--- src/rtl/core/fmacl_pkg.sv ---
// Package: shared types and constants of the first-match packet ACL.
`timescale 1ns / 1ps

package fmacl_pkg;

    localparam logic [7:0] PROTO_TCP = 8'd6;
    localparam logic [7:0] PROTO_UDP = 8'd17;

    localparam logic MODE_WRITE    = 1'b0;
    localparam logic MODE_CLASSIFY = 1'b1;

    localparam logic KIND_ACK      = 1'b0;
    localparam logic KIND_CLASSIFY = 1'b1;

    localparam int CFG_W   = 5;
    localparam int COUNT_W = 5;
    localparam int HIT_W   = 4;
    localparam int GROUP_LANES = 16;

    localparam logic REG_RULE_COUNT     = 1'b0;
    localparam logic REG_DEFAULT_POLICY = 1'b1;

    typedef struct packed {
        logic [31:0] src_prefix;
        logic [31:0] src_mask;
        logic [31:0] dst_prefix;
        logic [31:0] dst_mask;
        logic [7:0]  protocol;
        logic [15:0] src_port;
        logic [15:0] dst_port;
        logic        action;
    } rule_t;

    typedef struct packed {
        logic        is_ipv4;
        logic [31:0] src_addr;
        logic [31:0] dst_addr;
        logic [7:0]  ip_protocol;
        logic [15:0] src_port;
        logic [15:0] dst_port;
    } pkt_key_t;

endpackage

--- src/rtl/core/fmacl_if.sv ---
// Interfaces: request and result channels of the packet ACL.
`timescale 1ns / 1ps

interface fmacl_req_if;
    logic        valid;
    logic        ready;
    logic        mode;
    logic [3:0]  rule_index;
    logic        is_ipv4;
    logic [31:0] src_addr;
    logic [31:0] dst_addr;
    logic [31:0] src_mask;
    logic [31:0] dst_mask;
    logic [7:0]  ip_protocol;
    logic [15:0] src_port;
    logic [15:0] dst_port;
    logic        rule_verdict;

    modport source (
        output valid, mode, rule_index, is_ipv4, src_addr, dst_addr, src_mask, dst_mask,
               ip_protocol, src_port, dst_port, rule_verdict,
        input  ready
    );
    modport sink (
        input  valid, mode, rule_index, is_ipv4, src_addr, dst_addr, src_mask, dst_mask,
               ip_protocol, src_port, dst_port, rule_verdict,
        output ready
    );
endinterface

interface fmacl_rsp_if;
    logic       valid;
    logic       ready;
    logic       result_kind;
    logic       matched;
    logic       verdict;
    logic [3:0] hit_index;

    modport source (
        output valid, result_kind, matched, verdict, hit_index,
        input  ready
    );
    modport sink (
        input  valid, result_kind, matched, verdict, hit_index,
        output ready
    );
endinterface

--- src/rtl/core/first_match_packet_acl.sv ---
// Top level: first-match five-tuple IPv4 ACL classifier pipeline.
//
//  port      | dir | contents
//  req       | in  | rule write or packet header beat
//  rsp       | out | write ack or classification beat
//  cfg_*     | in  | rule_count (index 0), default_policy (index 1)
//
// One beat accepted per cycle while req.ready is high; each passes every stage in order.
// Stages: input register, parallel rule match, per-16-slot first hit, output register.
// A rule write lands in the table as its beat is accepted and is seen by every later packet.
// A rsp stall holds full stages up to a bubble; req.ready falls if the input stage is held.
// Reset clears valid bits and config registers; rule contents stay undefined until written.
`timescale 1ns / 1ps

module first_match_packet_acl #(
    parameter int RULE_SLOTS = 16
) (
    input  logic                        clk,
    input  logic                        rst_n,
    fmacl_req_if.sink                   req,
    fmacl_rsp_if.source                 rsp,
    input  logic                        cfg_we,
    input  logic                        cfg_index,
    input  logic [fmacl_pkg::CFG_W-1:0] cfg_data
);
    import fmacl_pkg::*;

    localparam int SLOT_W = (RULE_SLOTS > 1) ? $clog2(RULE_SLOTS) : 1;
    localparam int GROUPS = (RULE_SLOTS + GROUP_LANES - 1) / GROUP_LANES;
    localparam int LANES  = GROUPS * GROUP_LANES;

    logic [COUNT_W-1:0] rule_count_reg;
    logic               default_policy_reg;

    always_ff @(posedge clk or negedge rst_n)
    begin
        if (!rst_n)
        begin
            rule_count_reg     <= '0;
            default_policy_reg <= 1'b0;
        end
        else if (cfg_we)
        begin
            unique case (cfg_index)
                REG_RULE_COUNT:     rule_count_reg     <= cfg_data[COUNT_W-1:0];
                REG_DEFAULT_POLICY: default_policy_reg <= cfg_data[0];
                default:            ;
            endcase
        end
    end

    logic en1, en2, en3, en4;
    logic s1_valid_reg, s2_valid_reg, s3_valid_reg, s4_valid_reg;

    assign en4 = !s4_valid_reg || rsp.ready;
    assign en3 = !s3_valid_reg || en4;
    assign en2 = !s2_valid_reg || en3;
    assign en1 = !s1_valid_reg || en2;
    assign req.ready = en1;

    logic       in_accept;
    logic [8:0] wr_slot_wide;
    logic       wr_en;
    rule_t      wr_rule;

    assign in_accept    = req.valid && req.ready;
    assign wr_slot_wide = {5'b0, req.rule_index};
    assign wr_en        = in_accept && (req.mode == MODE_WRITE)
                       && (wr_slot_wide < 9'(RULE_SLOTS));

    assign wr_rule.src_prefix = req.src_addr;
    assign wr_rule.src_mask   = req.src_mask;
    assign wr_rule.dst_prefix = req.dst_addr;
    assign wr_rule.dst_mask   = req.dst_mask;
    assign wr_rule.protocol   = req.ip_protocol;
    assign wr_rule.src_port   = req.src_port;
    assign wr_rule.dst_port   = req.dst_port;
    assign wr_rule.action     = req.rule_verdict;

    logic     s1_mode_reg;
    pkt_key_t s1_key_reg;

    logic             s2_mode_reg;
    logic [LANES-1:0] s2_hits_reg;
    logic [LANES-1:0] s2_act_reg;
    logic [LANES-1:0] hits_next;
    logic [LANES-1:0] act_next;

    logic                        s3_mode_reg;
    logic [GROUPS-1:0]           s3_found_reg;
    logic [GROUPS-1:0][HIT_W-1:0] s3_off_reg;
    logic [GROUPS-1:0]           s3_act_reg;
    logic [GROUPS-1:0]           found_next;
    logic [GROUPS-1:0][HIT_W-1:0] off_next;
    logic [GROUPS-1:0]           act_grp_next;

    logic             s4_kind_reg;
    logic             s4_matched_reg;
    logic             s4_verdict_reg;
    logic [HIT_W-1:0] s4_hit_reg;
    logic             matched_next;
    logic             verdict_next;
    logic [HIT_W-1:0] hit_next;

    fmacl_rule_table #(
        .RULE_SLOTS (RULE_SLOTS),
        .SLOT_W     (SLOT_W),
        .LANES      (LANES)
    ) u_table (
        .clk        (clk),
        .wr_en      (wr_en),
        .wr_slot    (wr_slot_wide[SLOT_W-1:0]),
        .wr_rule    (wr_rule),
        .key        (s1_key_reg),
        .rule_count (rule_count_reg),
        .hits       (hits_next),
        .actions    (act_next)
    );

    always_comb
    begin
        found_next   = '0;
        off_next     = '0;
        act_grp_next = '0;
        for (int g = 0; g < GROUPS; g++)
        begin
            for (int j = GROUP_LANES - 1; j >= 0; j--)
            begin
                if (s2_hits_reg[g*GROUP_LANES + j])
                begin
                    found_next[g]   = 1'b1;
                    off_next[g]     = HIT_W'(j);
                    act_grp_next[g] = s2_act_reg[g*GROUP_LANES + j];
                end
            end
        end
    end

    always_comb
    begin
        matched_next = 1'b0;
        verdict_next = !default_policy_reg;
        hit_next     = '0;
        for (int g = GROUPS - 1; g >= 0; g--)
        begin
            if (s3_found_reg[g])
            begin
                matched_next = 1'b1;
                verdict_next = s3_act_reg[g];
                hit_next     = s3_off_reg[g];
            end
        end
        if (s3_mode_reg == MODE_WRITE)
        begin
            matched_next = 1'b0;
            verdict_next = 1'b0;
            hit_next     = '0;
        end
    end

    always_ff @(posedge clk or negedge rst_n)
    begin
        if (!rst_n)
        begin
            s1_valid_reg <= 1'b0;
            s2_valid_reg <= 1'b0;
            s3_valid_reg <= 1'b0;
            s4_valid_reg <= 1'b0;
        end
        else
        begin
            if (en1)
            begin
                s1_valid_reg <= req.valid;
            end
            if (en2)
            begin
                s2_valid_reg <= s1_valid_reg;
            end
            if (en3)
            begin
                s3_valid_reg <= s2_valid_reg;
            end
            if (en4)
            begin
                s4_valid_reg <= s3_valid_reg;
            end
        end
    end

    always_ff @(posedge clk)
    begin
        if (en1)
        begin
            s1_mode_reg            <= req.mode;
            s1_key_reg.is_ipv4     <= req.is_ipv4;
            s1_key_reg.src_addr    <= req.src_addr;
            s1_key_reg.dst_addr    <= req.dst_addr;
            s1_key_reg.ip_protocol <= req.ip_protocol;
            s1_key_reg.src_port    <= req.src_port;
            s1_key_reg.dst_port    <= req.dst_port;
        end
        if (en2)
        begin
            s2_mode_reg <= s1_mode_reg;
            s2_hits_reg <= (s1_mode_reg == MODE_CLASSIFY) ? hits_next : '0;
            s2_act_reg  <= act_next;
        end
        if (en3)
        begin
            s3_mode_reg  <= s2_mode_reg;
            s3_found_reg <= found_next;
            s3_off_reg   <= off_next;
            s3_act_reg   <= act_grp_next;
        end
        if (en4)
        begin
            s4_kind_reg    <= (s3_mode_reg == MODE_WRITE) ? KIND_ACK : KIND_CLASSIFY;
            s4_matched_reg <= matched_next;
            s4_verdict_reg <= verdict_next;
            s4_hit_reg     <= hit_next;
        end
    end

    assign rsp.valid       = s4_valid_reg;
    assign rsp.result_kind = s4_kind_reg;
    assign rsp.matched     = s4_matched_reg;
    assign rsp.verdict     = s4_verdict_reg;
    assign rsp.hit_index   = s4_hit_reg;

    a_ack_fields_zero: assert property (@(posedge clk) disable iff (!rst_n)
        (rsp.valid && (rsp.result_kind == KIND_ACK))
        |-> (!rsp.matched && !rsp.verdict && (rsp.hit_index == '0)))
        else $error("write ack carries non-zero result fields");

    a_unmatched_index_zero: assert property (@(posedge clk) disable iff (!rst_n)
        (rsp.valid && !rsp.matched) |-> (rsp.hit_index == '0))
        else $error("unmatched result carries a hit index");

    a_accept_fills_s1: assert property (@(posedge clk) disable iff (!rst_n)
        in_accept |=> s1_valid_reg)
        else $error("accepted beat lost at input stage");

    a_empty_s1_ready: assert property (@(posedge clk) disable iff (!rst_n)
        !s1_valid_reg |-> req.ready)
        else $error("input stalled with empty input stage");

endmodule

--- src/rtl/core/fmacl_rule_table.sv ---
// Rule table: rule storage and one parallel match lane per slot.
`timescale 1ns / 1ps

module fmacl_rule_table #(
    parameter int RULE_SLOTS = 16,
    parameter int SLOT_W     = 4,
    parameter int LANES      = 16
) (
    input  logic                         clk,
    input  logic                         wr_en,
    input  logic [SLOT_W-1:0]            wr_slot,
    input  fmacl_pkg::rule_t             wr_rule,
    input  fmacl_pkg::pkt_key_t          key,
    input  logic [fmacl_pkg::COUNT_W-1:0] rule_count,
    output logic [LANES-1:0]             hits,
    output logic [LANES-1:0]             actions
);
    import fmacl_pkg::*;

    rule_t rules_reg [RULE_SLOTS];

    always_ff @(posedge clk)
    begin
        if (wr_en)
        begin
            rules_reg[wr_slot] <= wr_rule;
        end
    end

    logic ports_used;
    assign ports_used = (key.ip_protocol == PROTO_TCP) || (key.ip_protocol == PROTO_UDP);

    always_comb
    begin
        hits    = '0;
        actions = '0;
        for (int k = 0; k < RULE_SLOTS; k++)
        begin
            logic lane_en;
            logic addr_ok;
            logic port_ok;
            lane_en = 9'(k) < {4'b0, rule_count};
            addr_ok = ((rules_reg[k].src_prefix & rules_reg[k].src_mask)
                       == (key.src_addr & rules_reg[k].src_mask))
                   && ((rules_reg[k].dst_prefix & rules_reg[k].dst_mask)
                       == (key.dst_addr & rules_reg[k].dst_mask))
                   && (rules_reg[k].protocol == key.ip_protocol);
            port_ok = !ports_used
                   || (((rules_reg[k].src_port == 16'd0)
                        || (rules_reg[k].src_port == key.src_port))
                    && ((rules_reg[k].dst_port == 16'd0)
                        || (rules_reg[k].dst_port == key.dst_port)));
            hits[k]    = lane_en && key.is_ipv4 && addr_ok && port_ok;
            actions[k] = rules_reg[k].action;
        end
    end

endmodule

--- src/flat_wrapper.sv ---
// flat-port wrapper written by rule: the top's interface ports become plain ports
module first_match_packet_acl_flat import fmacl_pkg::*;
#(
    parameter int RULE_SLOTS = 16
)
  (clk, rst_n, cfg_we, cfg_index, cfg_data, req_valid, req_mode, req_rule_index, req_is_ipv4, req_src_addr, req_dst_addr, req_src_mask, req_dst_mask, req_ip_protocol, req_src_port, req_dst_port, req_rule_verdict, req_ready, rsp_valid, rsp_result_kind, rsp_matched, rsp_verdict, rsp_hit_index, rsp_ready);
  fmacl_req_if req_i ();
  fmacl_rsp_if rsp_i ();
  input  logic clk;
  input  logic rst_n;
  input  logic cfg_we;
  input  logic cfg_index;
  input  logic [fmacl_pkg::CFG_W-1:0] cfg_data;
  input wire logic [$bits(req_i.valid)-1:0] req_valid;
  input wire logic [$bits(req_i.mode)-1:0] req_mode;
  input wire logic [$bits(req_i.rule_index)-1:0] req_rule_index;
  input wire logic [$bits(req_i.is_ipv4)-1:0] req_is_ipv4;
  input wire logic [$bits(req_i.src_addr)-1:0] req_src_addr;
  input wire logic [$bits(req_i.dst_addr)-1:0] req_dst_addr;
  input wire logic [$bits(req_i.src_mask)-1:0] req_src_mask;
  input wire logic [$bits(req_i.dst_mask)-1:0] req_dst_mask;
  input wire logic [$bits(req_i.ip_protocol)-1:0] req_ip_protocol;
  input wire logic [$bits(req_i.src_port)-1:0] req_src_port;
  input wire logic [$bits(req_i.dst_port)-1:0] req_dst_port;
  input wire logic [$bits(req_i.rule_verdict)-1:0] req_rule_verdict;
  output wire logic [$bits(req_i.ready)-1:0] req_ready;
  output wire logic [$bits(rsp_i.valid)-1:0] rsp_valid;
  output wire logic [$bits(rsp_i.result_kind)-1:0] rsp_result_kind;
  output wire logic [$bits(rsp_i.matched)-1:0] rsp_matched;
  output wire logic [$bits(rsp_i.verdict)-1:0] rsp_verdict;
  output wire logic [$bits(rsp_i.hit_index)-1:0] rsp_hit_index;
  input wire logic [$bits(rsp_i.ready)-1:0] rsp_ready;
  assign req_i.valid = req_valid;
  assign req_i.mode = req_mode;
  assign req_i.rule_index = req_rule_index;
  assign req_i.is_ipv4 = req_is_ipv4;
  assign req_i.src_addr = req_src_addr;
  assign req_i.dst_addr = req_dst_addr;
  assign req_i.src_mask = req_src_mask;
  assign req_i.dst_mask = req_dst_mask;
  assign req_i.ip_protocol = req_ip_protocol;
  assign req_i.src_port = req_src_port;
  assign req_i.dst_port = req_dst_port;
  assign req_i.rule_verdict = req_rule_verdict;
  assign req_ready = req_i.ready;
  assign rsp_valid = rsp_i.valid;
  assign rsp_result_kind = rsp_i.result_kind;
  assign rsp_matched = rsp_i.matched;
  assign rsp_verdict = rsp_i.verdict;
  assign rsp_hit_index = rsp_i.hit_index;
  assign rsp_i.ready = rsp_ready;
  first_match_packet_acl #(.RULE_SLOTS(RULE_SLOTS)) u_core (.clk(clk), .rst_n(rst_n), .req(req_i), .rsp(rsp_i), .cfg_we(cfg_we), .cfg_index(cfg_index), .cfg_data(cfg_data));
endmodule
--- config.mk ---
export PLATFORM = sky130hd
export DESIGN_NAME = first_match_packet_acl_flat
export DESIGN_NICKNAME = d
export VERILOG_FILES = /design/src/rtl/core/fmacl_pkg.sv /design/src/rtl/core/fmacl_if.sv /design/src/rtl/core/first_match_packet_acl.sv /design/src/rtl/core/fmacl_rule_table.sv /design/src/flat_wrapper.sv
export SDC_FILE = /design/constraint.sdc
export NUM_CORES = 2
export LEC_CHECK = 0
export ABC_AREA = 1
export BUFFER_PORTS_ARGS = -buffer_cell sky130_fd_sc_hd__buf_2
export CAP_MARGIN = 20
export CORE_ASPECT_RATIO = 0.5
export CORE_MARGIN = 2
export CORE_UTILIZATION = 50
export CTS_CLUSTER_DIAMETER = 100
export CTS_CLUSTER_SIZE = 40
export DETAILED_ROUTE_END_ITERATION = 10
export GPL_ROUTABILITY_DRIVEN = 0
export GPL_TIMING_DRIVEN = 1
export PLACE_DENSITY = 0.64
export SYNTH_ARGS = -nofsm -noshare
export SYNTH_HDL_FRONTEND = slang
export SYNTH_SLANG_ARGS = --single-unit
--- constraint.sdc ---
create_clock -name clk -period 11.9 [get_ports clk]
set_input_delay 2.38 -clock clk [delete_from_list [all_inputs] [get_ports clk]]
set_output_delay 2.38 -clock clk [all_outputs]
set_load 0.02 [all_outputs]
---- Word-level counts from Yosys, hierarchy flattened ----
Memory sizes are Yosys's and may differ from the RTL's.
Cells that the tools add are included.
operators by class
  magnitude comparators ................... 17
  equal/unequal tests ..................... 82
  muxes and demuxes ....................... 37
  bitwise gates (word level) .............. 66
  reduce and logical (&&, ||, !) cells .... 197
operators by type and width
  cell                                                                  number
  32-bit bitwise AND                                                    64
  32-bit == test                                                        32
  16-bit == test                                                        32
  16-bit zero test                                                      32
  8-bit == test                                                         16
  1-bit logical AND                                                     99
  1-bit logical OR                                                      53
  4-bit by 5-bit < comparator with 1-bit output, first input constant   8
  4-bit two-way mux                                                     8
  1-bit two-way mux                                                     23
  3-bit by 5-bit < comparator with 1-bit output, first input constant   4
  15-bit OR reduction                                                   1
  3-bit two-way mux                                                     4
  1-bit by 5-bit < comparator with 1-bit output, first input constant   2
  2-bit by 5-bit < comparator with 1-bit output, first input constant   2
  8-bit by 3-bit == test with 1-bit output, second input constant       1
  8-bit by 5-bit == test with 1-bit output, second input constant       1
  8-bit OR reduction                                                    1
  1-bit zero test                                                       6
  2-bit AND reduction                                                   3
  4-bit by 5-bit < comparator with 1-bit output, second input constant  1
  2-bit two-way mux                                                     2
  4-bit OR reduction                                                    1
  1-bit inverter                                                        2
  2-bit OR reduction                                                    1
word-level totals
  bits in registers ....................... 163
  RAM bits ................................ 2704
  input bits .............................. 186
  output and inout bits ................... 9
  logic and storage cells ................. 427
  memories kept ........................... 1
memories
  name                      words  bits a word  rd ports  clocked after Yosys merged registers in  write ports  RTL line                RTL
  u_core.u_table.rules_reg  16     169          16        0                                        1            fmacl_rule_table.sv:20  rule_t rules_reg [RULE_SLOTS];

---- Logic depth before layout (Yosys ltp) ----
  depth in word-level cells ............... 16
  gate-level depth with buffers ........... 17

---- Modules after synthesis ----
From an unflattened synthesis, not the netlist that was laid out.
second synthesis, totals
  cell total of the unflattened synthesis .. 10826
  area total of the unflattened synthesis .. 121241.3 sq um
modules (own cells, without submodules)
  module                  instances  cells an instance  area an instance (sq um)  seq. area each (sq um)
  fmacl_rule_table        1          10504              115708.5                  81197.9
  first_match_packet_acl  1          322                5532.8                    4844.6

---- Least setup slack after synthesis ----
No wires, ideal clock.
  path type ............................... input-to-reg
  start ................................... input port rsp_ready
  end ..................................... memory u_core.u_table.rules_reg[10][0] (netlist name) (enable)
  setup time .............................. 0.701 ns
  arrival time ............................ 11.261 ns
  slack ................................... -0.062 ns
  stages .................................. 10
  path through ............................ nor2_1 inv_1 nor2_1 inv_1 nor2_1 inv_1 nor2_1 nor3_1 nand3_1 nor2_1
on the way
  longest elaborated chain between the ends .. 9
RTL lines
  element                                  RTL line                      RTL
  start, declared                          flat_wrapper.sv:32            input wire logic [$bits(rsp_i.ready)-1:0] rsp_ready;
  1-bit logical OR                         first_match_packet_acl.sv:55  assign en4 = !s4_valid_reg || rsp.ready;
  named net u_core.en4                     first_match_packet_acl.sv:52  logic en1, en2, en3, en4;
  1-bit logical OR                         first_match_packet_acl.sv:56  assign en3 = !s3_valid_reg || en4;
  named net u_core.en3                     first_match_packet_acl.sv:52
  1-bit logical OR                         first_match_packet_acl.sv:57  assign en2 = !s2_valid_reg || en3;
  named net u_core.en2                     first_match_packet_acl.sv:52
  1-bit logical OR                         first_match_packet_acl.sv:58  assign en1 = !s1_valid_reg || en2;
  1-bit logical AND                        first_match_packet_acl.sv:66  assign in_accept = req.valid && req.ready;
  1-bit logical AND                        first_match_packet_acl.sv:68  assign wr_en = in_accept && (req.mode == MODE_WRITE)
  1-bit logical AND                        first_match_packet_acl.sv:69  && (wr_slot_wide < 9'(RULE_SLOTS));
  1-bit two-way mux                        fmacl_rule_table.sv:24        if (wr_en)
  1-bit two-way mux (not written as such)  fmacl_rule_table.sv:26        rules_reg[wr_slot] <= wr_rule;
  end, declared                            fmacl_rule_table.sv:20
The timed path passes the listed nets, and every way through them passes these cells.

---- Worst setup path in the final report ----
  start ................................... input port rsp_ready
  end ..................................... output port req_ready
on the way
  longest elaborated chain between the ends .. 4
RTL lines
  element               RTL line                      RTL
  1-bit logical OR      first_match_packet_acl.sv:55
  named net u_core.en4  first_match_packet_acl.sv:52
  1-bit logical OR      first_match_packet_acl.sv:56
  named net u_core.en3  first_match_packet_acl.sv:52
  1-bit logical OR      first_match_packet_acl.sv:57
  named net u_core.en2  first_match_packet_acl.sv:52
  1-bit logical OR      first_match_packet_acl.sv:58
  end, declared         flat_wrapper.sv:26            output wire logic [$bits(req_i.ready)-1:0] req_ready;
The timed path passes the listed nets, and every way through them passes these cells.

==> impl_results.md <==
- DRT iter0 DRCs: ~11k
- RSZ-0062 raised after global routing: no
- Comb power frac: 8.1%
- Pwr/cell area: 140.9 nW/um2
- Syn Inst Count: slightly below 8k
- Antenna violations before repair: 33
- Fmax: 144.4 MHz
- Number of synthesized flops with an enable pin: 2857
- Register clock-pin slew on the reported worst setup and hold paths: 0.14 ns
- Clock share of power: 24.5%
- Die H: 339.9 um
- Syn_area_per_cell: 14.68 um2
- Critical Path RT: 9.52 ns
- Pre-antenna DRT Iters: 9
- CTS Sinks: roughly 2.9k
- Largest net degree at the start of global routing: 138
- VDD IR-drop max: 0.1102 mV
- IO buf count: a little under 200
- Post-layout nets: 8017
- Worst Hold Launch: u_core.u_table.rules_reg[3][0]$_DFFE_PP_
- Critical Path Sink Type: output port
- Worst skew pair latency: 0.78 ns
- Hold-fix buffers, CTS: 0
- Most Used Layer, Global Route: met2
- Die area: 229700 um2
- Post-synthesis cell area: 112800 um2
- Clock Skew: 0.02852 ns
- Die width: 675.8 um
- Largest buffer count on any clock path: 3
- Sequential-to-total area share from yosys stat: 76.27%
- Relative slew slack: between 10% and 20%
- TritonCTS clock tree: yes
- Met3 Use GR: 4.722%
- Worst path bufs/invs: 7
- Post-CTS sizing: 0
- Critical path startpoint: rsp_ready
- CP Data Arrival Time: 4.55 ns
- Grt met1 use: 41.68%
- Tcrit/Tclk final: 58.20%
- Dpl hpwl: approximately 200000 um
- Dominant cell type by area after synthesis: edfxtp_1
- Most numerous cell in the Yosys netlist: edfxtp_1
- CTS H-tree lvls: 3
- Wirelength, routed: 336300 um
- CP max FO: 35
- Tot Pwr: 16850 uW
- Post-synth ARST share: 0.3488%
- DRC Markers: 0
- Critical setup path kind: input port to output port
- Max stage delay on crit path: ~0.39 ns
- Post-synth top flop: edfxtp_1
- Sw Ratio: 23.69%
- Vias in the first global route: 60.70k
- CP Launch Type: input port
- HP Class: register to register
- Status: complete, no violations
- Wire per inst: 30.98 um
- Max-cap violations: 0
- Area added between synthesis and finish: 5.956%
- Cell mode on critical path: nor2_1
- Vias: 66.49k
- CTS Root Cell: clkbuf_16
- Layout cells sized above 1: 7.948%
- Final Setup Violations: 0
- Mapped Nets: 7870
- Core area: ~220000 um2
- Grt total ovfl: 0
- Design area: 119500 um2
- Total Routing Usage GR: 28.78%
- Netlist cell types: 55
- Critical-path cell list: buf_2, nor2_1, inv_1, nor2_1, inv_1, nor2_1, inv_1, buf_4, nor2_1, inv_6, buf_2
- Yosys reg bits: 2867
- WHS: 0.4313 ns
- Placed Area: 117200 um2
- Fill cell count: between 15k and 20k
- Most frequent cells after synthesis: 2857 x edfxtp_1, 823 x nand2_1, 713 x a21oi_1
- Total CTS buffers: 81
- Synth warnings: 0
- Endpoints failing hold: 0
- Sequential power share: 67.3%
- Grt met2 use: 45.30%
- Post-DRT Antenna Nets: 0
- Share of the synthesized area in the top cell type: 76.05%
- Slew Limit Fails: 0
- First-pass GRT wire length: 460300 um
- Post-CTS Setup Inserts: 0
- Fin crit period: 6.926 ns
- Worst r2r src: u_core.rsp.valid$_DFFE_PN0P_
- Row Count: approximately 120
- Max stage delay cell, worst path: buf_4
- IO Pins: roughly 200
- Via density: 6.124
- Max reg flops: 2704
- Top delay family on crit path: buffers and inverters
- Net Sw Power: around 4000 uW
- Leak: between 0.03 and 0.04 uW
- Top cells by area, synth: edfxtp_1 76%, xor2_1 3.7%, a21oi_1 3.2%, nand2_1 2.7%, o21ai_0 2.4%
- Slew @ Worst Pin: 1.266 ns
- Int Pwr: 12860 uW
- Initial Util: 50.24%
==> layout by cell type (no fill, tap or decap), types with 10 or more instances in the layout <==
master     synthesis  final
and2_0            19     19
nor3b_1           17     17
clkbuf_16          0     82
o21a_1           107    107
or2_2            153    153
a211oi_1          44     44
buf_2            198    194
nand4_1          164    164
a22o_1            11     11
xor2_1           476    476
clkbuf_1          19     14
buf_4             44    140
inv_2             11     11
nand2_1          823    823
or2_0             12     12
edfxtp_1        2857   2857
nor3_1            69     69
o2111ai_1         11     11
o221ai_1          43     43
inv_1            265    264
o21ai_1           21     21
or2_1             16     16
xnor2_1          226    226
a22oi_1           48     48
o21ai_0          551    551
nor2_1           347    331
dfrtp_1           10     10
a21oi_1          713    713
nand3_1          167    167
nor2_4             0     16
nor4_1           121    121
a221oi_1          20     20
o22ai_1           31     31
==> through the flow <==
step	setup TNS, ns	setup WS, ns	std cells	utilization, %
finish	0	4.974	10860	53.23
floorplan	-104.27	-0.06198	7684	-
CTS	0	4.965	10850	53.19
global placement	0	4.406	10740	52.21
global route	0	4.737	10850	53.23
detailed placement	0	4.312	10740	52.21
==> layout make-up <==
cell class              count  area [um2]  area share (%)
diodes                      6       15.01         0.01256
clock buffers              96        2105           1.761
clock inverters             7       95.09         0.07955
inverters                 280        1061          0.8877
multi-input cells        4256       24220           20.26
flip-flops and latches   2867       86040           71.98
well taps                3000        3754           3.140
repair buffers            345        2237           1.872
==> per-layer routing <==
metal  up-vias  part of all wire [%]  wire length [um]
met3       417                    11             36640
met2      3644                    46            153800
li1      28590                     -                 -
met1     33820                    40            134700
met4        14                   3.3             11140
met5         -                 0.024                81
==> logic make-up after synthesis <==
| family | Yosys count | share of synthesized area (%) |
|---|---|---|
| AND/OR/NAND/NOR | 1923 | 7.838 |
| flip-flops | 2867 | 76.27 |
| buffers and inverters | 561 | 2.365 |
| XOR/XNOR | 702 | 5.450 |
| AO/OA/AOI/OAI | 1631 | 8.076 |
==> path summary, 6_finish.rpt <==
| kind | endpoint | slack (ns) | depth (start not counted) |
|---|---|---|---|
| max | req_ready | 4.97 | 11 |
| min | u_core.s2_act_reg[3]$_DFFE_PP_ | 0.43 | 0 |
| max reg2reg | u_core.u_table.rules_reg[6][110]$_DFFE_PP_ | 6.31 | 14 |
| min reg2reg | u_core.s2_act_reg[3]$_DFFE_PP_ | 0.43 | 0 |
| max in group asynchronous | u_core.s1_valid_reg$_DFFE_PN0N_ | 10.02 | 1 |
| min in group asynchronous | u_core.rule_count_reg[0]$_DFFE_PN0P_ | 1.54 | 1 |
==> power groups by stage <==
stage                     registers (uW)  logic (uW)  clock network, uW
after global placement             11600        1340                  0
final                              11300        1370               4130
after detailed placement           11600        1360                  0
after global routing               11400        1440               4450
after CTS                          11300        1360               4150
after floorplan                    11500         703                  0
No activity file was read; power rests on OpenSTA's default activity.
